--- config.mk ---
export PLATFORM = sky130hd
export DESIGN_NAME = dpid_lane
export DESIGN_NICKNAME = d
export VERILOG_FILES = /design/src/hdl/dpid_pkg.sv /design/src/hdl/dpid_lane.sv
export SDC_FILE = /design/constraint.sdc
export NUM_CORES = 2
export LEC_CHECK = 0
export ABC_AREA = 1
export BUFFER_PORTS_ARGS = -buffer_cell sky130_fd_sc_hd__buf_2
export CAP_MARGIN = 20
export CORE_ASPECT_RATIO = 0.8
export CORE_MARGIN = 2
export CORE_UTILIZATION = 60
export CTS_CLUSTER_SIZE = 25
export DETAILED_ROUTE_END_ITERATION = 16
export GPL_TIMING_DRIVEN = 0
export PLACE_DENSITY = 0.8
export SYNTH_ARGS = -nofsm -noshare
export SYNTH_HDL_FRONTEND = slang
export SYNTH_SLANG_ARGS = --single-unit
--- constraint.sdc ---
create_clock -name clk -period 7.5 [get_ports clk]
set_clock_uncertainty 0.05 [all_clocks]
set_input_delay 0.375 -clock clk [delete_from_list [all_inputs] [get_ports clk]]
set_output_delay 0.375 -clock clk [all_outputs]
set_load 0.1 [all_outputs]
--- src/hdl/dpid_pkg.sv ---
// shared types and constants for the dual-axis pid block
`default_nettype none
package dpid_pkg;

  localparam int ERR_WIDTH_DEF      = 16;
  localparam int GAIN_FRAC_BITS_DEF = 8;
  localparam int ACC_WIDTH_DEF      = 32;
  localparam int GAIN_WIDTH         = 16;
  localparam int DRIVE_WIDTH        = 32;
  localparam int PADDR_WIDTH        = 5;
  localparam int PDATA_WIDTH        = 32;

  typedef enum logic [2:0] {
    REG_GAIN_P_X = 3'd0,
    REG_GAIN_I_X = 3'd1,
    REG_GAIN_D_X = 3'd2,
    REG_GAIN_P_Y = 3'd3,
    REG_GAIN_I_Y = 3'd4,
    REG_GAIN_D_Y = 3'd5
  } dpid_reg_t;

  typedef enum logic {
    OP_STEP  = 1'b0,
    OP_CLEAR = 1'b1
  } dpid_op_t;

  typedef struct packed {
    logic signed [GAIN_WIDTH-1:0] p;
    logic signed [GAIN_WIDTH-1:0] i;
    logic signed [GAIN_WIDTH-1:0] d;
  } dpid_gain_t;

  typedef struct packed {
    logic step;
    logic clear;
  } dpid_lane_ctl_t;

endpackage
`default_nettype wire

--- src/hdl/dpid_lane.sv ---
// one pid lane: integral and last-error state, product registers, sum and saturation
`default_nettype none
module dpid_lane #(
  parameter int ERR_WIDTH      = dpid_pkg::ERR_WIDTH_DEF,
  parameter int GAIN_FRAC_BITS = dpid_pkg::GAIN_FRAC_BITS_DEF,
  parameter int ACC_WIDTH      = dpid_pkg::ACC_WIDTH_DEF
) (
  input  wire logic                                 clk,
  input  wire logic                                 rst,
  input  wire dpid_pkg::dpid_lane_ctl_t             ctl,
  input  wire logic signed [ERR_WIDTH-1:0]          err,
  input  wire dpid_pkg::dpid_gain_t                 gain,
  output logic signed [dpid_pkg::DRIVE_WIDTH-1:0]   drive
);
  import dpid_pkg::*;

  // integral add width, difference width, product widths, full sum width, clamp width
  localparam int IW  = ((ACC_WIDTH > ERR_WIDTH) ? ACC_WIDTH : ERR_WIDTH) + 1;
  localparam int DW  = ERR_WIDTH + 1;
  localparam int PPW = GAIN_WIDTH + ERR_WIDTH;
  localparam int PIW = GAIN_WIDTH + ACC_WIDTH;
  localparam int PDW = GAIN_WIDTH + DW;
  localparam int PW  = ((PIW > PDW) ? PIW : PDW) + 2;
  localparam int CW  = (PW > DRIVE_WIDTH + 1) ? PW : DRIVE_WIDTH + 1;

  localparam logic signed [IW-1:0] INT_HI = {{(IW-ACC_WIDTH+1){1'b0}}, {(ACC_WIDTH-1){1'b1}}};
  localparam logic signed [IW-1:0] INT_LO = -INT_HI - IW'(1);
  localparam logic signed [CW-1:0] DRV_HI =
    {{(CW-DRIVE_WIDTH+1){1'b0}}, {(DRIVE_WIDTH-1){1'b1}}};
  localparam logic signed [CW-1:0] DRV_LO = -DRV_HI - CW'(1);

  logic signed [ACC_WIDTH-1:0] integral;
  logic signed [ACC_WIDTH-1:0] integral_next;
  logic signed [ERR_WIDTH-1:0] last_err;
  logic signed [IW-1:0]        int_sum;
  logic signed [DW-1:0]        diff;

  logic signed [PPW-1:0] prod_p, prod_p_next;
  logic signed [PIW-1:0] prod_i, prod_i_next;
  logic signed [PDW-1:0] prod_d, prod_d_next;

  logic signed [PW-1:0]  pid_sum;
  logic signed [PW-1:0]  pid_shift;
  logic signed [CW-1:0]  pid_wide;

  always_comb begin
    int_sum = IW'(integral) + IW'(err);
    if (int_sum > INT_HI) begin
      integral_next = INT_HI[ACC_WIDTH-1:0];
    end else if (int_sum < INT_LO) begin
      integral_next = INT_LO[ACC_WIDTH-1:0];
    end else begin
      integral_next = int_sum[ACC_WIDTH-1:0];
    end
    diff        = DW'(err) - DW'(last_err);
    prod_p_next = gain.p * err;
    prod_i_next = gain.i * integral_next;
    prod_d_next = gain.d * diff;
  end

  always_ff @(posedge clk) begin
    if (rst) begin
      integral <= '0;
      last_err <= '0;
    end else if (ctl.clear) begin
      integral <= '0;
    end else if (ctl.step) begin
      integral <= integral_next;
      last_err <= err;
    end
  end

  always_ff @(posedge clk) begin
    if (ctl.step) begin
      prod_p <= prod_p_next;
      prod_i <= prod_i_next;
      prod_d <= prod_d_next;
    end
  end

  // floor shift then clamp to the drive range
  always_comb begin
    pid_sum   = PW'(prod_p) + PW'(prod_i) + PW'(prod_d);
    pid_shift = pid_sum >>> GAIN_FRAC_BITS;
    pid_wide  = CW'(pid_shift);
    if (pid_wide > DRV_HI) begin
      drive = DRV_HI[DRIVE_WIDTH-1:0];
    end else if (pid_wide < DRV_LO) begin
      drive = DRV_LO[DRIVE_WIDTH-1:0];
    end else begin
      drive = pid_wide[DRIVE_WIDTH-1:0];
    end
  end

endmodule
`default_nettype wire

Word level (Yosys, flattened, before mapping)
Index checks and enable logic that the tools add are counted.
{"block": "word_totals", "register_bits": 161, "wordCells": 23}
{"block": "classes", "n_reduce_logical": 2, "n_lt_le_gt_ge": 4, "mux": 4, "n_mul": 3, "bitwise_logic": 1, "n_addsub": 4}
{"cell": "2-to-1 mux 32 bit", "count": 4}
{"cell": "adder 49 x 33 -> 50 bit", "count": 1}
{"cell": "adder 32 x 48 -> 49 bit", "count": 1}
{"cell": "multiplier 16 x 32 -> 48 bit", "count": 1}
{"cell": "> comparator 42 x 32 -> 1 bit (second input constant)", "count": 1}
{"cell": "less-than comparator 42 x 32 -> 1 bit (second input constant)", "count": 1}
{"cell": "adder 32 x 16 -> 33 bit", "count": 1}
{"cell": "> comparator 33 x 32 -> 1 bit (second input constant)", "count": 1}
{"cell": "less-than comparator 33 x 32 -> 1 bit (second input constant)", "count": 1}
{"cell": "multiplier 16 x 17 -> 33 bit", "count": 1}
{"cell": "multiplier 16 x 16 -> 32 bit", "count": 1}
{"cell": "subtractor 16 x 16 -> 17 bit", "count": 1}
{"cell": "AND reduction 2 bit", "count": 1}
{"cell": "OR reduction 2 bit", "count": 1}
{"cell": "NOT 1 bit", "count": 1}

Depth between registers and ports, before layout
{"block": "depth", "ltp_word": 5, "ltp_mapped": 45, "mapped_depth_nobuf": 43}

Worst setup path before layout
OpenSTA, ideal clock, no wires.
{"block": "synth_path", "kind": "input to register", "start": "in err[1]", "end": "reg prod_i[35] (data pin)", "arrival_time_ns": 7.288, "path_stages": 40, "path_buffers": 3, "slack_ns": -0.097, "t_required_ns": 7.191, "setup_time_ns": 0.259, "cell_sequence": "clkbuf_1 inv_1 fa_1 nand3b_1 nand2_1 a21oi_2 o21ai_2 nand2_1 nand2_1 nand2_1 nand2_1 nand2_1 nand2_2 buf_6 nand2_8 buf_8 nand2_2 nand2_1 [4 not listed] fa_1 fa_1 inv_1 fa_1 fa_1 inv_1 fa_1 inv_1 ha_1 nand2_1 nand2_1 a21boi_0 o21ai_0 a211o_1 nand2b_1 nand3_1 nand2_1 xor2_1"}
{"block": "synth_between", "elab_chain_len": 5, "word_cells_on_any_way": 6, "classes_between": "add/sub: 1; mul: 1; order compare: 2; mux: 2"}
{"element": "from (decl)", "line": "dpid_lane.sv:11", "rtl": "input wire logic signed [ERR_WIDTH-1:0] err,"}
{"element": "adder 32 x 16 -> 33 bit *", "line": "dpid_lane.sv:47", "rtl": "int_sum = IW'(integral) + IW'(err);"}
{"element": "less-than comparator 33 x 32 -> 1 bit", "line": "dpid_lane.sv:50", "rtl": "end else if (int_sum < INT_LO) begin"}
{"element": "2-to-1 mux 32 bit", "line": "dpid_lane.sv:50"}
{"element": "2-to-1 mux 32 bit *", "line": "dpid_lane.sv:48", "rtl": "if (int_sum > INT_HI) begin"}
{"element": "multiplier 16 x 32 -> 48 bit *", "line": "dpid_lane.sv:57", "rtl": "prod_i_next = gain.i * integral_next;"}
{"element": "net prod_i_next[35]", "line": "dpid_lane.sv:39", "rtl": "logic signed [PIW-1:0] prod_i, prod_i_next;"}
{"element": "to (signal assigned)", "line": "dpid_lane.sv:76", "rtl": "prod_i <= prod_i_next;"}
{"element": "to (decl)", "line": "dpid_lane.sv:39"}
Mark *: on every way through the listed nets, which the timed path passes. The rest lies on a longest branch.
A chain may end at the register's enable or synchronous reset.

Final worst setup path
{"block": "layout_path", "start": "reg integral[21]", "end": "reg prod_i[39] (data pin)"}
{"block": "layout_between", "elab_chain_len": 5, "word_cells_on_any_way": 6, "classes_between": "add/sub: 1; mul: 1; order compare: 2; mux: 2"}
{"element": "from (decl)", "line": "dpid_lane.sv:32", "rtl": "logic signed [ACC_WIDTH-1:0] integral;"}
{"element": "from (signal assigned)", "line": "dpid_lane.sv:68", "rtl": "integral <= integral_next;"}
{"element": "adder 32 x 16 -> 33 bit *", "line": "dpid_lane.sv:47"}
{"element": "less-than comparator 33 x 32 -> 1 bit", "line": "dpid_lane.sv:50"}
{"element": "2-to-1 mux 32 bit", "line": "dpid_lane.sv:50"}
{"element": "2-to-1 mux 32 bit *", "line": "dpid_lane.sv:48"}
{"element": "multiplier 16 x 32 -> 48 bit *", "line": "dpid_lane.sv:57"}
{"element": "net prod_i_next[39]", "line": "dpid_lane.sv:39"}
Marked as above.

==> reports/qor.yml <==
synth.top_cell.area_share: 0.415
end_kind: "flop"
ys_ff_latch: 161
nFillCells: 6817
cts_root_buffer: "clkbuf_16"
timing.hold.worst.class: "input port to flop"
async_flop_share: 0
synth_flop_cell: "edfxtp_1"
max_freq_ghz: 0.124
wire_per_inst_microns: 20.6
synth_cells: 6440
hold_viol_final: 0
initial_core_util: 0.605
cts_buffers: 17
wl_microns: 161000
multi_input_area_sq_um: 42800
stdcell_area_sq_um: 58500
pre_cts_slack_ns: -2.11
grt_max_degree: 64
drive_gt1_frac: 0.133
crit_arrival_ns: 8.30
utilization: 0.683
grt-ovfl-total: 0
drtIter0Drc: 4631
nNetsFinal: 8209
rows: 96
grt_pass1_vias: 44000
fp.dieW_microns: 332
min_period_ns: 8.07
drc: 0
setup_slack_ns: -0.566
max-slew-margin-rel: 0.204
viasPerCell: 5.62
grt_util_all_layers: 0.368
syn_nets: 7957
period_share: 1.08
core_sq_um: 85600
violations: "setup timing"
clk_latency_ns: 0.48
synth_most_common_cell: "inv_1"
synthTopCellsByArea: "fa_1, inv_1, nand2_1, ha_1, edfxtp_1"
slowest_delay_ns: 0.56
placed_area_sq_um: 53700
maxCapViolations: 0
clk_path_buf_depth: 2
worst_pin_slew_ns: 1.19
io_pins: 100
regArea_sq_um: 4360
synth.distinct_cells: 58
slew_violations: 0
status: "finished with violations"
cts_tree: "yes"
ant_nets: 0
vias: 44000
place.gp.congestion: 1.02
cts_sinks: 161
synth_edf_count: 113
antenna_found_initial: 4
cpMaxStageDelayCell: "fa_1"
dr.pass1.iters: 7
synthTopCellsByCount: "inv_1, nand2_1, fa_1, nor2_1, ha_1"
fp.dieH_microns: 267
yosysSeqAreaShare: 0.0841
critPathMaxFanout: 7
dieArea_sq_um: 88700
h-tree-depth: 4
post-dp-hpwl_microns: 134000
synth_area_sq_um: 51800
grt_pass1_wl_microns: 247000
yosysWarnings: 0
area_growth_pct: 13.0
path_clk_slew_ns: 0.07
rsz0062_at_grt: "true"
portBuffers: 80
required_ns: 7.74
path_class: "flop to flop"
post_synth.cell_area_avg_sq_um: 8.04
yosysTopAreaCell: "fa_1"
setup_viol: 33
cp-start-kind: "flop"
diodes: 0
cp_common_cell: "fa_1"
final cells by class:
class,instances,area share
tap,1127,0.0241
inverter,1656,0.108
timing repair buffer,233,0.0308
clock buffer,18,0.00733
multi-input combinational,4442,0.732
clock inverter,14,0.00323
buffer,181,0.0195
sequential,161,0.0745
flip-flops by register name (all words and copies together), names as in the netlist:
signal    count
integral     32
last_err     16
prod_d       33
prod_i       48
prod_p       32
stage by stage:
| stage | instances | setup TNS (ns) | hold WS, ns |
|---|---|---|---|
| finish | 7832 | -9.67 | 0.268 |
| global route | 7832 | -22.03 | 0.291 |
| CTS | 7753 | -6.09 | 0.256 |
| detailed placement | 7649 | -84.02 | 0.417 |
| global placement | 7647 | -80.26 | 0.408 |
| floorplan | 6440 | 0 | 0.393 |
per-layer routing:
layer / GRT usage / vias to the layer above / wire, microns
li1: - / 19400 / -
met1: 0.526 / 21500 / 65000
met2: 0.532 / 2675 / 67300
met3: 0.119 / 422 / 22600
met4: 0.114 / 8 / 5980
met5: 0.00709 / - / 103
cells in the final DEF, fill, tap and decap left out, types with 24 or more instances in the layout:
| cell | n |
|---|---|
| dfxtp_1 | 44 |
| buf_4 | 132 |
| nand3_1 | 117 |
| buf_6 | 28 |
| nand4_1 | 26 |
| nor2_1 | 539 |
| ha_4 | 54 |
| xnor2_1 | 65 |
| a21oi_1 | 168 |
| inv_2 | 38 |
| buf_2 | 82 |
| nand2_1 | 1340 |
| nor2_2 | 42 |
| fa_2 | 24 |
| a21oi_2 | 71 |
| xor2_1 | 97 |
| ha_1 | 308 |
| clkbuf_1 | 124 |
| nand2_4 | 51 |
| inv_1 | 1582 |
| o21bai_1 | 28 |
| edfxtp_1 | 113 |
| fa_1 | 1049 |
| o21ai_0 | 69 |
| nand2_2 | 70 |
worst paths after layout:
check                  to  depth (start not counted)    startpoint  slack, ns
max            prod_i[39]                         37  integral[21]      -0.57
min           last_err[0]                          4        ctl[0]       0.27
max reg2reg    prod_i[39]                         37  integral[21]      -0.57
min reg2reg  last_err[12]                          2  last_err[12]       0.43
worst max-delay path, delay by kind of cell (launching register included):
family,cells,cell delay [ns]
fa+ha+maj,8,3.60
compound gates,4,0.77
xor+xnor,1,0.24
flops,1,0.32
buf+inv,11,1.30
simple gates,13,1.55
cells by family (layout without fill, tap and decap cells):
group | Yosys count | in the layout | synth area share
DFF | 161 | 161 | 0.0841
AOI/OAI and AO/OA | 493 | 493 | 0.0566
xor gates and xnor gates | 184 | 184 | 0.0311
buffers and inverters | 1837 | 2102 | 0.138
adders and majority gates | 1449 | 1449 | 0.506
and+or+nand+nor | 2316 | 2316 | 0.184
timing repair:
item | in CTS | in global routing
gates cloned | 4 | 1
buffers inserted | 68 | 79
pin swaps | 65 | 131
resized for setup | 408 | 309
setup endpoints to repair | 58 | 54
hold buffers | 0 | 0
Power is not shown: default switching activity piles up to over one toggle a cycle in this logic, so the estimate is an artifact.
