[src/hdl/dpid_pkg.sv]
// shared types and constants for the dual-axis pid block
`default_nettype none
package dpid_pkg;

  localparam int ERR_WIDTH_DEF      = 16;
  localparam int GAIN_FRAC_BITS_DEF = 8;
  localparam int ACC_WIDTH_DEF      = 32;
  localparam int GAIN_WIDTH         = 16;
  localparam int DRIVE_WIDTH        = 32;
  localparam int PADDR_WIDTH        = 5;
  localparam int PDATA_WIDTH        = 32;

  typedef enum logic [2:0] {
    REG_GAIN_P_X = 3'd0,
    REG_GAIN_I_X = 3'd1,
    REG_GAIN_D_X = 3'd2,
    REG_GAIN_P_Y = 3'd3,
    REG_GAIN_I_Y = 3'd4,
    REG_GAIN_D_Y = 3'd5
  } dpid_reg_t;

  typedef enum logic {
    OP_STEP  = 1'b0,
    OP_CLEAR = 1'b1
  } dpid_op_t;

  typedef struct packed {
    logic signed [GAIN_WIDTH-1:0] p;
    logic signed [GAIN_WIDTH-1:0] i;
    logic signed [GAIN_WIDTH-1:0] d;
  } dpid_gain_t;

  typedef struct packed {
    logic step;
    logic clear;
  } dpid_lane_ctl_t;

endpackage
`default_nettype wire

[src/hdl/dpid_regs.sv]
// apb gain register file
`default_nettype none
module dpid_regs (
  input  wire logic                             clk,
  input  wire logic                             rst,
  input  wire logic                             psel,
  input  wire logic                             penable,
  input  wire logic                             pwrite,
  input  wire logic [dpid_pkg::PADDR_WIDTH-1:0] paddr,
  input  wire logic [dpid_pkg::PDATA_WIDTH-1:0] pwdata,
  output logic      [dpid_pkg::PDATA_WIDTH-1:0] prdata,
  output logic                                  pready,
  output dpid_pkg::dpid_gain_t                  gain_x,
  output dpid_pkg::dpid_gain_t                  gain_y
);
  import dpid_pkg::*;

  logic            wr_en;
  dpid_reg_t       reg_sel;
  logic [GAIN_WIDTH-1:0] wdata;

  assign pready  = 1'b1;
  assign wr_en   = psel && penable && pwrite;
  assign reg_sel = dpid_reg_t'(paddr[4:2]);
  assign wdata   = pwdata[GAIN_WIDTH-1:0];

  always_ff @(posedge clk) begin
    if (rst) begin
      gain_x <= '0;
      gain_y <= '0;
    end else if (wr_en) begin
      unique case (reg_sel)
        REG_GAIN_P_X: gain_x.p <= wdata;
        REG_GAIN_I_X: gain_x.i <= wdata;
        REG_GAIN_D_X: gain_x.d <= wdata;
        REG_GAIN_P_Y: gain_y.p <= wdata;
        REG_GAIN_I_Y: gain_y.i <= wdata;
        REG_GAIN_D_Y: gain_y.d <= wdata;
        default: ;
      endcase
    end
  end

  always_comb begin
    prdata = '0;
    unique case (reg_sel)
      REG_GAIN_P_X: prdata[GAIN_WIDTH-1:0] = gain_x.p;
      REG_GAIN_I_X: prdata[GAIN_WIDTH-1:0] = gain_x.i;
      REG_GAIN_D_X: prdata[GAIN_WIDTH-1:0] = gain_x.d;
      REG_GAIN_P_Y: prdata[GAIN_WIDTH-1:0] = gain_y.p;
      REG_GAIN_I_Y: prdata[GAIN_WIDTH-1:0] = gain_y.i;
      REG_GAIN_D_Y: prdata[GAIN_WIDTH-1:0] = gain_y.d;
      default:      prdata = '0;
    endcase
  end

endmodule
`default_nettype wire

[config.mk]
export PLATFORM = sky130hd
export DESIGN_NAME = dpid_regs
export DESIGN_NICKNAME = d
export VERILOG_FILES = /design/src/hdl/dpid_pkg.sv /design/src/hdl/dpid_regs.sv
export SDC_FILE = /design/constraint.sdc
export NUM_CORES = 1
export LEC_CHECK = 0
export BUFFER_PORTS_ARGS = -buffer_cell sky130_fd_sc_hd__buf_2
export CAP_MARGIN = 20
export CORE_UTILIZATION = 40
export CTS_CLUSTER_DIAMETER = 60
export DETAILED_ROUTE_END_ITERATION = 8
export GPL_TIMING_DRIVEN = 0
export PLACE_DENSITY_LB_ADDON = 0.3
export SETUP_SLACK_MARGIN = 0.15
export SLEW_MARGIN = 20
export SYNTH_ARGS = -nofsm -noshare
export SYNTH_HDL_FRONTEND = slang
export SYNTH_SLANG_ARGS = --single-unit
[constraint.sdc]
create_clock -name clk -period 1.43 [get_ports clk]
set_input_delay 0.143 -clock clk [delete_from_list [all_inputs] [get_ports clk]]
set_output_delay 0.143 -clock clk [all_outputs]
set_load 0.05 [all_outputs]
# Word level (Yosys, flattened, before mapping)
# Index checks and enable logic that the tools add are counted.
dict set report classes {
  eq_ne 5
  muxes 1
  reduce_logical 9
}
# cell n
set op_table {}
lappend op_table {{$pmux W16 S6} 1}
lappend op_table {{$reduce_and A2 Y1} 6}
lappend op_table {{$eq A3 B2 Y1 const B} 2}
lappend op_table {{$eq A3 B3 Y1 const B} 2}
lappend op_table {{$eq A3 B1 Y1 const B} 1}
lappend op_table {{$logic_not A3 Y1} 1}
lappend op_table {{$logic_and A1 B1 Y1} 2}
dict set report word_totals {
  regBits 96
  input_bits 42
  out_inout_bits 129
  word_cells 21
}

# Longest topological paths before layout
# Gate-level depths: netlist (run 1).
dict set report depth {
  word_depth 3
  ltp_mapped 6
  ltp_nobuf 3
}

# Worst setup path after synthesis (run 1)
# No wires, ideal clock.
dict set report synth_timing {
  path_type {register -> output}
  start {register gain_x[28] in the netlist's numbering}
  end {output prdata[12] in the netlist's numbering}
  arrival_time_ns 2.017
  t_required_ns 1.287
  setup_slack_ns -0.730
  path_stages_with_launch 4
  n_path_buf 0
  path_cell_list {dfxtp_1 > mux2i_1 > a2bb2oi_1 > o21ai_0}
}
dict set report synth_between {
  elab_chain_cells 1
}
# item line
set synth_lines {}
lappend synth_lines {{start, declared} dpid_regs.sv:13} ;# output dpid_pkg::dpid_gain_t gain_x,
lappend synth_lines {{$pmux W16 S6} dpid_regs.sv:46} ;# unique case (reg_sel)
lappend synth_lines {{end, declared} dpid_regs.sv:11} ;# output logic [dpid_pkg::PDATA_WIDTH-1:0] prdata,
# Every way passes these cells.

# Final worst setup path (run 1)
dict set report layout_timing {
  start {register gain_x[42] in the netlist's numbering}
  end {output prdata[10] in the netlist's numbering}
}
# Same word-level chain as after synthesis.

==> out/metrics.csv, run 1 <==
stage,metric,value,unit
sta,fin crit share,1.12,
power_and_ir_drop,Pwr per Cell Area,868,mW/mm2
synthesis,Post-synth top cells,"99 x nand2b_1, 96 x dfxtp_1, 95 x mux2i_1",
layout,post-route cell area,0.00696,mm2
synthesis,distinct cell type count after synthesis,32,
clock_network,CTS Root Cell,clkbuf_16,
global_route,vias in the first global route,4416,
power_and_ir_drop,Max IR drop VDD,0.508,mV
layout,n_diodes,0,
synthesis,Synth Instances,477,
place,Port Buffers,133,
clock_network,Worst-Skew Late Latency,0.35,ns
hold_path,hold endpoint,gain_x[18],
synthesis,"EDFF count, synth",0,
clock_network,CTS tree,yes,
die,core area,0.0115,mm2
place,minimum setup slack after placement,-0.360,ns
routing,Iter 0 DRT Violations,216,
sta,Clock Skew,0,ns
global_route,first-pass GRT wire length,25300,um
routing,vias,4379,
sta,fin crit period,1.59,ns
sta,Slew @ Worst Pin,0.765,ns
die,die height,111,um
routing,final wirelength,16600,um
clock_network,Hold Buf Count CTS,0,
synthesis,sequential share of the synthesized area,0.406,
routing,post-DR vias/cell,5.41,
routing,DR DRC count,0,
sta,hold violation total from the final report,0,
synthesis,Yosys reg bits,96,
synthesis,cell taking the most area after synthesis,dfxtp_1,
sta,Worst slew margin,0.490,
setup_path,internal reg-to-reg setup slack,0.62,ns
sta,Fmax,627,MHz
setup_path,Worst EP arrival,1.45,ns
setup_path,Worst setup EP type,output pin,
synthesis,largest cells by area after synthesis,"dfxtp_1 41%, mux2i_1 20%, nand2b_1 13%",
global_route,initial antenna violation count,0,
global_route,grt ovf,0,
sta,Setup WS post-layout,-0.165,ns
setup_path,Worst Reg2Reg Path Length in Cells,4,
run,Max Cap Viol,0,
setup_path,Worst EP required,1.29,ns
clock_network,CTS H-Tree Depth,3,
synthesis,Post-synth top flop,dfxtp_1,
synthesis,async set-reset flop share out of synthesis,0,
hold_path,hold path depth,3,
synthesis,synthesized area,0.00473,mm2
die,die area,0.0123,mm2
clock_network,clk buf depth,2,
routing,remaining antenna violation count,0,
clock_network,clk slew on worst S/H paths,0.07,ns
die,# IOs,171,
synthesis,Yosys warnings,0,
place,area post-placement,0.00606,mm2
die,Die X,111,um
setup_path,FF-to-FF Start,gain_x[32],
layout,layout cells sized above 1,0.574,
setup_path,reg-to-reg critical path endpoint,gain_x[32],
layout,fin nets,704,
synthesis,share of the synthesized area in the top cell type,0.406,
layout,area delta synth->final,47.0,%
synthesis,Synth Area per Inst,9.92,um2
routing,drt first pass iters,5,
setup_path,startpoint types,flop,
sta,Setup Viol. Count Final,11,
sta,setup TNS,-1.08,ns
setup_path,critical path class,flop to output pin,
sta,RSZ-0062 raised after global routing,true,
clock_network,total CTS buffers,9,
place,Placer Congestion,0.851,
global_route,total track usage,0.271,
setup_path,Worst Path Max Fanout,3,
hold_path,hold crit path type,input pin to flop,
die,row count,39,
clock_network,clk sinks,96,
routing,post-DR wirelength/cell,20.5,um
sta,max-slew violations,0,
run_status,failing checks,setup timing,
hold_path,Hold Startpoint,pwdata[2],
synthesis,most numerous cell in the Yosys netlist,nand2b_1,
die,initial core utilization,0.413,
global_route,largest net degree at the start of global routing,15,
power_and_ir_drop,cell leakage power,0.00351,uW
sta,Hold WS,0.0494,ns
run_status,status,finished with violations,
place,dpl hpwl,11400,um
==> worst max-delay path by stage <==
| stage | from | endpoint | slack, ns | cells after the start |
|---|---|---|---|---|
| finish | gain_x[42] | prdata[10] | -0.16 | 4 |
| global route | gain_x[42] | prdata[10] | -0.19 | 4 |
| CTS | gain_x[34] | prdata[2] | -0.16 | 4 |
| detailed placement | paddr[3] | prdata[14] | -0.36 | 6 |
| global placement | paddr[3] | prdata[11] | -0.36 | 6 |
| floorplan | gain_y[12] | prdata[12] | 0.11 | 3 |
==> cells by family (layout without fill, tap and decap cells) <==
logic type | count (synthesis) | in the layout | synth area share
mux | 115 | 115 | 0.249
simple gates | 139 | 139 | 0.182
other cells | 2 | 17 | 0.00159
buf+inv | 55 | 230 | 0.0672
compound gates | 70 | 70 | 0.0949
flops | 96 | 96 | 0.406
==> through the flow <==
step,util,power (uW),instances
after floorplan,-,3310,492
after global placement,0.529,3500,768
after detailed placement,0.529,3510,768
after CTS,0.591,5990,800
after global routing,0.607,6200,810
final,0.607,6040,810
==> critical path: stages, from the launching register on <==
cell	delay (ns)
dfxtp_2	0.34
mux2_4	0.28
a221oi_4	0.27
a21oi_4	0.05
buf_6	0.16
==> per-layer routing <==
metal | vias to the layer above | global-route usage | wire length, um
li1 | 2013 | - | -
met1 | 2170 | 0.339 | 7020
met2 | 171 | 0.467 | 8260
met3 | 25 | 0.0344 | 966
met4 | 0 | 0.116 | 340
met5 | - | 0 | 0
==> cell usage in the layout (no fill, tap or decap), types with 3 or more instances in the layout <==
| cell | netlist | routed |
|---|---|---|
| nand2b_1 | 99 | 97 |
| a32oi_2 | 0 | 3 |
| o21ai_4 | 0 | 3 |
| buf_4 | 22 | 50 |
| mux2i_2 | 0 | 3 |
| nand2_1 | 9 | 4 |
| o221ai_4 | 0 | 7 |
| nand2_4 | 0 | 4 |
| nand3_1 | 16 | 16 |
| buf_6 | 2 | 23 |
| buf_2 | 11 | 121 |
| mux2_4 | 0 | 10 |
| conb_1 | 2 | 17 |
| o21ai_0 | 19 | 16 |
| a221oi_4 | 0 | 3 |
| dfxtp_2 | 0 | 92 |
| mux2i_1 | 95 | 88 |
| nand2_2 | 3 | 4 |
| clkbuf_1 | 17 | 14 |
| nor2b_1 | 4 | 3 |
| mux2i_4 | 0 | 4 |
| a21oi_4 | 0 | 3 |
| a22oi_2 | 0 | 11 |
| a21oi_1 | 19 | 16 |
| o22ai_4 | 0 | 3 |
| dfxtp_1 | 96 | 4 |
| clkbuf_8 | 0 | 3 |
| clkbuf_16 | 0 | 9 |
| mux2_2 | 20 | 10 |
==> final cells by class <==
| type | instances | area (um2) |
|---|---|---|
| clock buffer | 13 | 260 |
| inverter | 1 | 3.75 |
| multi-input combinational | 341 | 3070 |
| tap | 143 | 179 |
| timing repair buffer | 159 | 961 |
| sequential | 96 | 2040 |
| fill | 920 | 4510 |
| buffer | 54 | 408 |
| clock inverter | 3 | 40.0 |
==> timing repair <==
item                       CTS  global route
pin swaps                   10            13
gates resized for setup     83            31
setup endpoints to repair   26            26
setup buffers               16            10
==> where the power goes <==
group | leakage (uW) | internal, uW | switching, uW | total [uW]
registers | 0.000821 | 2690 | 17.3 | 2710
clock network | 0.000150 | 1450 | 1050 | 2500
logic | 0.00254 | 276 | 556 | 832
==> state kept, by name, indices dropped and copies added (netlist names) <==
name / flops
gain_x: 48
gain_y: 48
Note: power is estimated with default switching activity, not from simulation.
==> run 2, diff against run 1 <==
--- a/config.mk
+++ b/config.mk
@@ -12,2 +12,3 @@
 export DETAILED_ROUTE_END_ITERATION = 8
+export GPL_ROUTABILITY_DRIVEN = 0
 export GPL_TIMING_DRIVEN = 0
==> constraint.sdc (replaced) <==
create_clock -name clk -period 1.43 [get_ports clk]
set_input_delay 0.2145 -clock clk [delete_from_list [all_inputs] [get_ports clk]]
set_output_delay 0.2145 -clock clk [all_outputs]
set_load 0.05 [all_outputs]
==> out/metrics.csv, run 2 (same netlist as run 1, synthesis figures left out) <==
stage,metric,value,unit,change
routing,remaining antenna violation count,0,,unchanged
sta,Clock Skew,0,ns,unchanged
global_route,first-pass GRT wire length,25100,um,"was 25,300 um"
clock_network,CTS tree,yes,,unchanged
setup_path,Worst Path Max Fanout,3,,unchanged
routing,post-DR wirelength/cell,20.9,um,was 20.5 um
layout,Finished Layout Cells,809,,was 810
layout,fillcell total,922,,was 920
run,Max Cap Viol,0,,unchanged
setup_path,Worst setup EP type,output pin,,unchanged
sta,Slew @ Worst Pin,0.694,ns,was 0.765 ns
layout,top flop regs,"gain_x: 48 flops, gain_y: 48 flops",,unchanged
sta,Setup WS post-layout,-0.209,ns,was -0.165 ns
setup_path,reg-to-reg critical path endpoint,gain_x[36],,was gain_x[32]
setup_path,internal reg-to-reg setup slack,0.60,ns,was 0.62 ns
layout,"most common cell after layout, fill and taps aside",buf_2,,unchanged
sta,fin crit share,1.15,,was 1.12
routing,post-DR vias/cell,5.45,,was 5.41
run_status,failing checks,setup timing,,unchanged
sta,Hold WS,0.131,ns,was 0.0494 ns
layout,area delta synth->final,49.2,%,was 47.0%
clock_network,clk slew on worst S/H paths,0.07,ns,about the same
global_route,vias in the first global route,4431,,"was 4,416"
setup_path,startpoint types,flop,,unchanged
global_route,largest net degree at the start of global routing,16,,was 15
clock_network,Hold Buf Count CTS,0,,unchanged
layout,fin nets,703,,was 704
die,die height,111,um,unchanged
sta,hold violation total from the final report,0,,unchanged
layout,n_diodes,0,,unchanged
place,dpl hpwl,11400,um,about the same
global_route,total track usage,0.267,,was 0.271
layout,post-route cell area,0.00706,mm2,was 0.00696 mm2
place,placed cell count,768,,unchanged
routing,Iter 0 DRT Violations,312,,was 216
sta,fin crit period,1.64,ns,was 1.59 ns
global_route,initial antenna violation count,0,,unchanged
setup_path,Worst EP required,1.22,ns,was 1.29 ns
clock_network,CTS H-Tree Depth,3,,unchanged
clock_network,Worst-Skew Late Latency,0.35,ns,about the same
die,die area,0.0123,mm2,unchanged
sta,Fmax,610,MHz,was 627 MHz
place,minimum setup slack after placement,-0.409,ns,was -0.360 ns
setup_path,Worst Reg2Reg Path Length in Cells,4,,unchanged
power_and_ir_drop,Max IR drop VDD,0.795,mV,was 0.508 mV
sta,RSZ-0062 raised after global routing,true,,unchanged
setup_path,CP endpoint,prdata[10],,unchanged
routing,drt first pass iters,5,,unchanged
die,# IOs,171,,unchanged
power_and_ir_drop,Pwr per Cell Area,848,mW/mm2,was 868 mW/mm2
setup_path,critical path class,flop to output pin,,unchanged
clock_network,clk buf depth,2,,unchanged
place,Port Buffers,133,,unchanged
clock_network,total CTS buffers,9,,unchanged
hold_path,hold crit path type,input pin to flop,,unchanged
power_and_ir_drop,Pwr Total,5990,uW,was 6040 uW
die,initial core utilization,0.413,,unchanged
power_and_ir_drop,cell leakage power,0.00355,uW,was 0.00351 uW
clock_network,CTS Root Cell,clkbuf_16,,unchanged
place,area post-placement,0.00614,mm2,was 0.00606 mm2
global_route,grt ovf,0,,unchanged
layout,layout cells sized above 1,0.572,,was 0.574
die,Die X,111,um,unchanged
layout,"commonest non-fill, non-tap cells in the layout","116 x buf_2, 97 x nand2b_1, 88 x mux2i_1",,"was 121 x buf_2, 97 x nand2b_1, 92 x dfxtp_2"
run_status,status,finished with violations,,unchanged
clock_network,clk sinks,96,,unchanged
routing,DR DRC count,0,,unchanged
die,core area,0.0115,mm2,unchanged
setup_path,FF-to-FF Start,gain_x[36],,was gain_x[32]
sta,Worst slew margin,0.538,,was 0.490
die,row count,39,,unchanged
routing,vias,4407,,"was 4,379"
setup_path,Worst EP arrival,1.42,ns,was 1.45 ns
hold_path,hold path depth,3,,unchanged
setup_path,Setup crit start,gain_x[10],,was gain_x[42]
sta,Setup Viol. Count Final,15,,was 11
layout,Multi-input gate area,0.00306,mm2,was 0.00307 mm2
layout,Seq. cell area,0.00205,mm2,was 0.00204 mm2
sta,max-slew violations,0,,unchanged
routing,final wirelength,16900,um,"was 16,600 um"
==> run 2: changes by cell type in the layout (fill, tap and decap cells not counted), sizes merged <==
cell	previous run	this run
clkbuf	29	28
inv	1	2
buf	197	195
clkinvlp	0	1
==> run 2: stage by stage <==
stage / TNS (ns) / util
2_1_floorplan: 0 / -
3_3_place_gp: -10.98 / 0.536
3_5_place_dp: -11.88 / 0.536
4_1_cts: -1.98 / 0.603
5_1_grt: -2.35 / 0.616
6_report: -1.93 / 0.616
==> run 2: worst max-delay path: stages, from the launching register on <==
cell	delay (ns)
dfxtp_2	0.33
mux2_2	0.28
a221oi_4	0.26
a21oi_4	0.05
buf_6	0.16
==> run 2: final cells by class <==
class | instances | area share
multi-input cells | 341 | 0.433
flip-flops and latches | 96 | 0.291
repair buffers | 158 | 0.143
plain buffers | 54 | 0.0661
clock buffers | 11 | 0.0330
well taps | 143 | 0.0253
clock inverters | 5 | 0.00797
inverters | 1 | 0.000532
==> run 2: worst min-delay path by stage <==
stage | from | to | slack [ns]
detailed placement | gain_y[27] | gain_y[27] | 0.47
floorplan | pwdata[0] | gain_x[16] | 0.35
finish | pwdata[14] | gain_x[30] | 0.13
global route | pwdata[3] | gain_x[19] | 0.14
CTS | pwdata[3] | gain_x[19] | 0.13
global placement | gain_y[8] | gain_y[8] | 0.46
==> run 2: report_power, final <==
part           total, uW  internal [uW]  switching [uW]
registers           2700           2680            17.9
logic                869            303             566
clock network       2420           1360            1060
==> run 2: timing repair <==
action                     CTS  global route
setup endpoints to repair   16            40
resized for setup           93            29
cloned                       0             0
pin swaps                   14            11
setup buffers               18             7
==> run 2: per-layer routing <==
| metal | track usage | vias to the layer above | wire, um |
|---|---|---|---|
| li1 | - | 2020 | - |
| met1 | 0.345 | 2181 | 7180 |
| met2 | 0.451 | 179 | 8300 |
| met3 | 0.0443 | 27 | 1100 |
| met4 | 0.0853 | 0 | 299 |
| met5 | 0.0167 | - | 0 |
==> run 3, diff against run 2 <==
Settings changed: BUFFER_PORTS_ARGS -buffer_cell sky130_fd_sc_hd__buf_2 to unset, CTS_BUF_LIST set to sky130_fd_sc_hd__clkbuf_8 sky130_fd_sc_hd__clkbuf_16, DONT_BUFFER_PORTS set to 1, SLEW_MARGIN 20 to unset.
==> out/metrics.csv, run 3 (same netlist as run 1, synthesis figures left out) <==
stage,metric,value,unit,change
run_status,status,finished with violations,,unchanged
run_status,failing checks,setup timing,,unchanged
power_and_ir_drop,Clk network pwr share,0.435,,was 0.404
place,placed cell count,635,,was 768
layout,Seq. cell area,0.00223,mm2,was 0.00205 mm2
die,row count,39,,unchanged
sta,hold violation total from the final report,0,,unchanged
clock_network,CTS H-Tree Depth,3,,unchanged
clock_network,clk buf depth,2,,unchanged
layout,top flop regs,"gain_x: 48 flops, gain_y: 48 flops",,unchanged
setup_path,Worst EP required,1.22,ns,about the same
setup_path,reg-to-reg critical path endpoint,gain_x[19],,was gain_x[36]
setup_path,Worst Reg2Reg Path Length in Cells,2,,was 4
layout,area delta synth->final,35.1,%,was 49.2%
power_and_ir_drop,Pwr per Cell Area,929,mW/mm2,was 848 mW/mm2
layout,fillcell total,970,,was 922
routing,drt first pass iters,5,,unchanged
setup_path,Worst setup EP type,output pin,,unchanged
sta,Setup WS post-layout,-0.249,ns,was -0.209 ns
sta,Worst slew margin,0.525,,was 0.538
sta,Slew @ Worst Pin,0.712,ns,was 0.694 ns
routing,post-DR wirelength/cell,24.8,um,was 20.9 um
die,die area,0.0123,mm2,unchanged
sta,fin crit period,1.68,ns,was 1.64 ns
place,dpl hpwl,11100,um,"was 11,400 um"
global_route,largest net degree at the start of global routing,16,,unchanged
clock_network,CTS tree,yes,,unchanged
setup_path,Worst EP arrival,1.46,ns,was 1.42 ns
routing,post-DR vias/cell,5.75,,was 5.45
routing,final wirelength,16500,um,"was 16,900 um"
layout,"most common cell after layout, fill and taps aside",nand2b_1,,was buf_2
place,area post-placement,0.00548,mm2,was 0.00614 mm2
hold_path,Hold Startpoint,pwdata[7],,was pwdata[14]
layout,layout cells sized above 1,0.460,,was 0.572
sta,Hold WS,0.00255,ns,was 0.131 ns
clock_network,Worst-Skew Late Latency,0.35,ns,about the same
die,die height,111,um,unchanged
power_and_ir_drop,Cell Int Power,4320,uW,was 4340 uW
clock_network,clk slew on worst S/H paths,0.07,ns,about the same
layout,Finished Layout Cells,663,,was 809
global_route,initial antenna violation count,0,,unchanged
clock_network,clk sinks,96,,unchanged
sta,Clock Skew,0,ns,unchanged
clock_network,Post-CTS Setup Repair Bufs,0,,was 18
place,minimum setup slack after placement,-0.253,ns,was -0.409 ns
global_route,vias in the first global route,4020,,"was 4,431"
power_and_ir_drop,Combinational Power Share,0.118,,was 0.145
run,Max Cap Viol,0,,unchanged
layout,fin nets,557,,was 703
setup_path,FF-to-FF Start,gain_x[19],,was gain_x[36]
setup_path,startpoint types,flop,,unchanged
routing,remaining antenna violation count,0,,unchanged
setup_path,CP endpoint,prdata[12],,was prdata[10]
global_route,total track usage,0.273,,was 0.267
clock_network,total CTS buffers,9,,unchanged
setup_path,critical path class,flop to output pin,,unchanged
routing,Iter 0 DRT Violations,276,,was 312
power_and_ir_drop,Max IR drop VDD,0.469,mV,was 0.795 mV
clock_network,CTS Root Cell,clkbuf_16,,unchanged
hold_path,hold crit path type,input pin to flop,,unchanged
layout,post-route cell area,0.00639,mm2,was 0.00706 mm2
power_and_ir_drop,cell leakage power,0.00273,uW,was 0.00355 uW
layout,final core utilization,0.558,,was 0.616
die,core area,0.0115,mm2,unchanged
sta,RSZ-0062 raised after global routing,true,,unchanged
global_route,first-pass GRT wire length,25000,um,"was 25,100 um"
setup_path,internal reg-to-reg setup slack,0.52,ns,was 0.60 ns
power_and_ir_drop,NetSw,1620,uW,was 1640 uW
place,Port Buffers,0,,was 133
layout,Multi-input gate area,0.00315,mm2,was 0.00306 mm2
sta,fin crit share,1.17,,was 1.15
power_and_ir_drop,sw frac,0.273,,was 0.274
die,Die X,111,um,unchanged
routing,vias,3814,,"was 4,407"
die,# IOs,171,,unchanged
setup_path,Worst Path Max Fanout,3,,unchanged
sta,max-slew violations,0,,unchanged
layout,n_diodes,0,,unchanged
routing,DR DRC count,0,,unchanged
global_route,grt ovf,0,,unchanged
die,initial core utilization,0.413,,unchanged
power_and_ir_drop,Seq pwr share,0.447,,was 0.451
layout,"commonest non-fill, non-tap cells in the layout","97 x nand2b_1, 81 x mux2i_1, 76 x dfxtp_4",,"was 116 x buf_2, 97 x nand2b_1, 88 x mux2i_1"
sta,Setup Viol. Count Final,16,,was 15
setup_path,Setup crit start,gain_y[28],,was gain_x[10]
sta,Fmax,596,MHz,was 610 MHz
run 3: changes by cell type in the layout (fill, tap and decap cells not counted), moves of 4 or more:
cell	before	now
buf_6	26	5
dfxtp_2	86	20
mux2i_1	88	81
dlygate4sd3_1	0	12
dfxtp_4	6	76
dfxtp_1	4	0
buf_4	43	25
mux2i_4	3	9
buf_2	116	4
run 3: worst min-delay path by stage:
| stage | depth (start not counted) | slack (ns) | to |
|---|---|---|---|
| 3_3_place_gp | 2 | 0.36 | gain_x[28] |
| 3_5_place_dp | 2 | 0.36 | gain_x[21] |
| 5_1_grt | 2 | 0.007 | gain_x[23] |
| 6_report | 2 | 0.003 | gain_x[23] |
| 4_1_cts | 2 | 0.006 | gain_x[23] |
| 2_1_floorplan | 2 | 0.35 | gain_x[16] |
run 3: per-stage QoR:
step	total power (uW)	TNS [ns]
floorplan	3310	0
global placement	3450	-5.12
detailed placement	3460	-5.97
CTS	5930	-2.98
global route	6070	-3.17
finish	5940	-2.78
run 3: layer usage:
metal  vias up  routed length [um]  global-route usage
met5         -                   0                   0
met1      1897                6450               0.312
li1       1732                   -                   -
met4         0                 338               0.108
met3        24                1590              0.0979
met2       161                8080               0.463
run 3: timing repair:
item                                    4_1_cts  5_1_grt
pin swaps                                    18       12
hold endpoints to repair                     12        0
gates resized for setup                     125       24
endpoints found under the setup margin       28       28
hold buffers                                 12        0
run 3: worst max-delay path: stages (launching register included):
cell	delay, ns
dfxtp_2	0.42
mux2_2	0.31
a32oi_2	0.20
o21ai_4	0.18
run 3: power groups by stage:
stage	registers (uW)	clock network, uW	logic (uW)
finish	2650	2590	702
global route	2660	2690	730
floorplan	2830	0	485
global placement	2830	0	616
detailed placement	2840	0	621
CTS	2660	2590	685
run 3: cell type report:
cell class,instances,share of cell area
multi-input combinational,341,0.493
sequential,96,0.349
buffer,54,0.0618
clock buffer,9,0.0352
tap,143,0.0280
timing repair buffer,12,0.0188
clock inverter,7,0.0135
inverter,1,0.000587
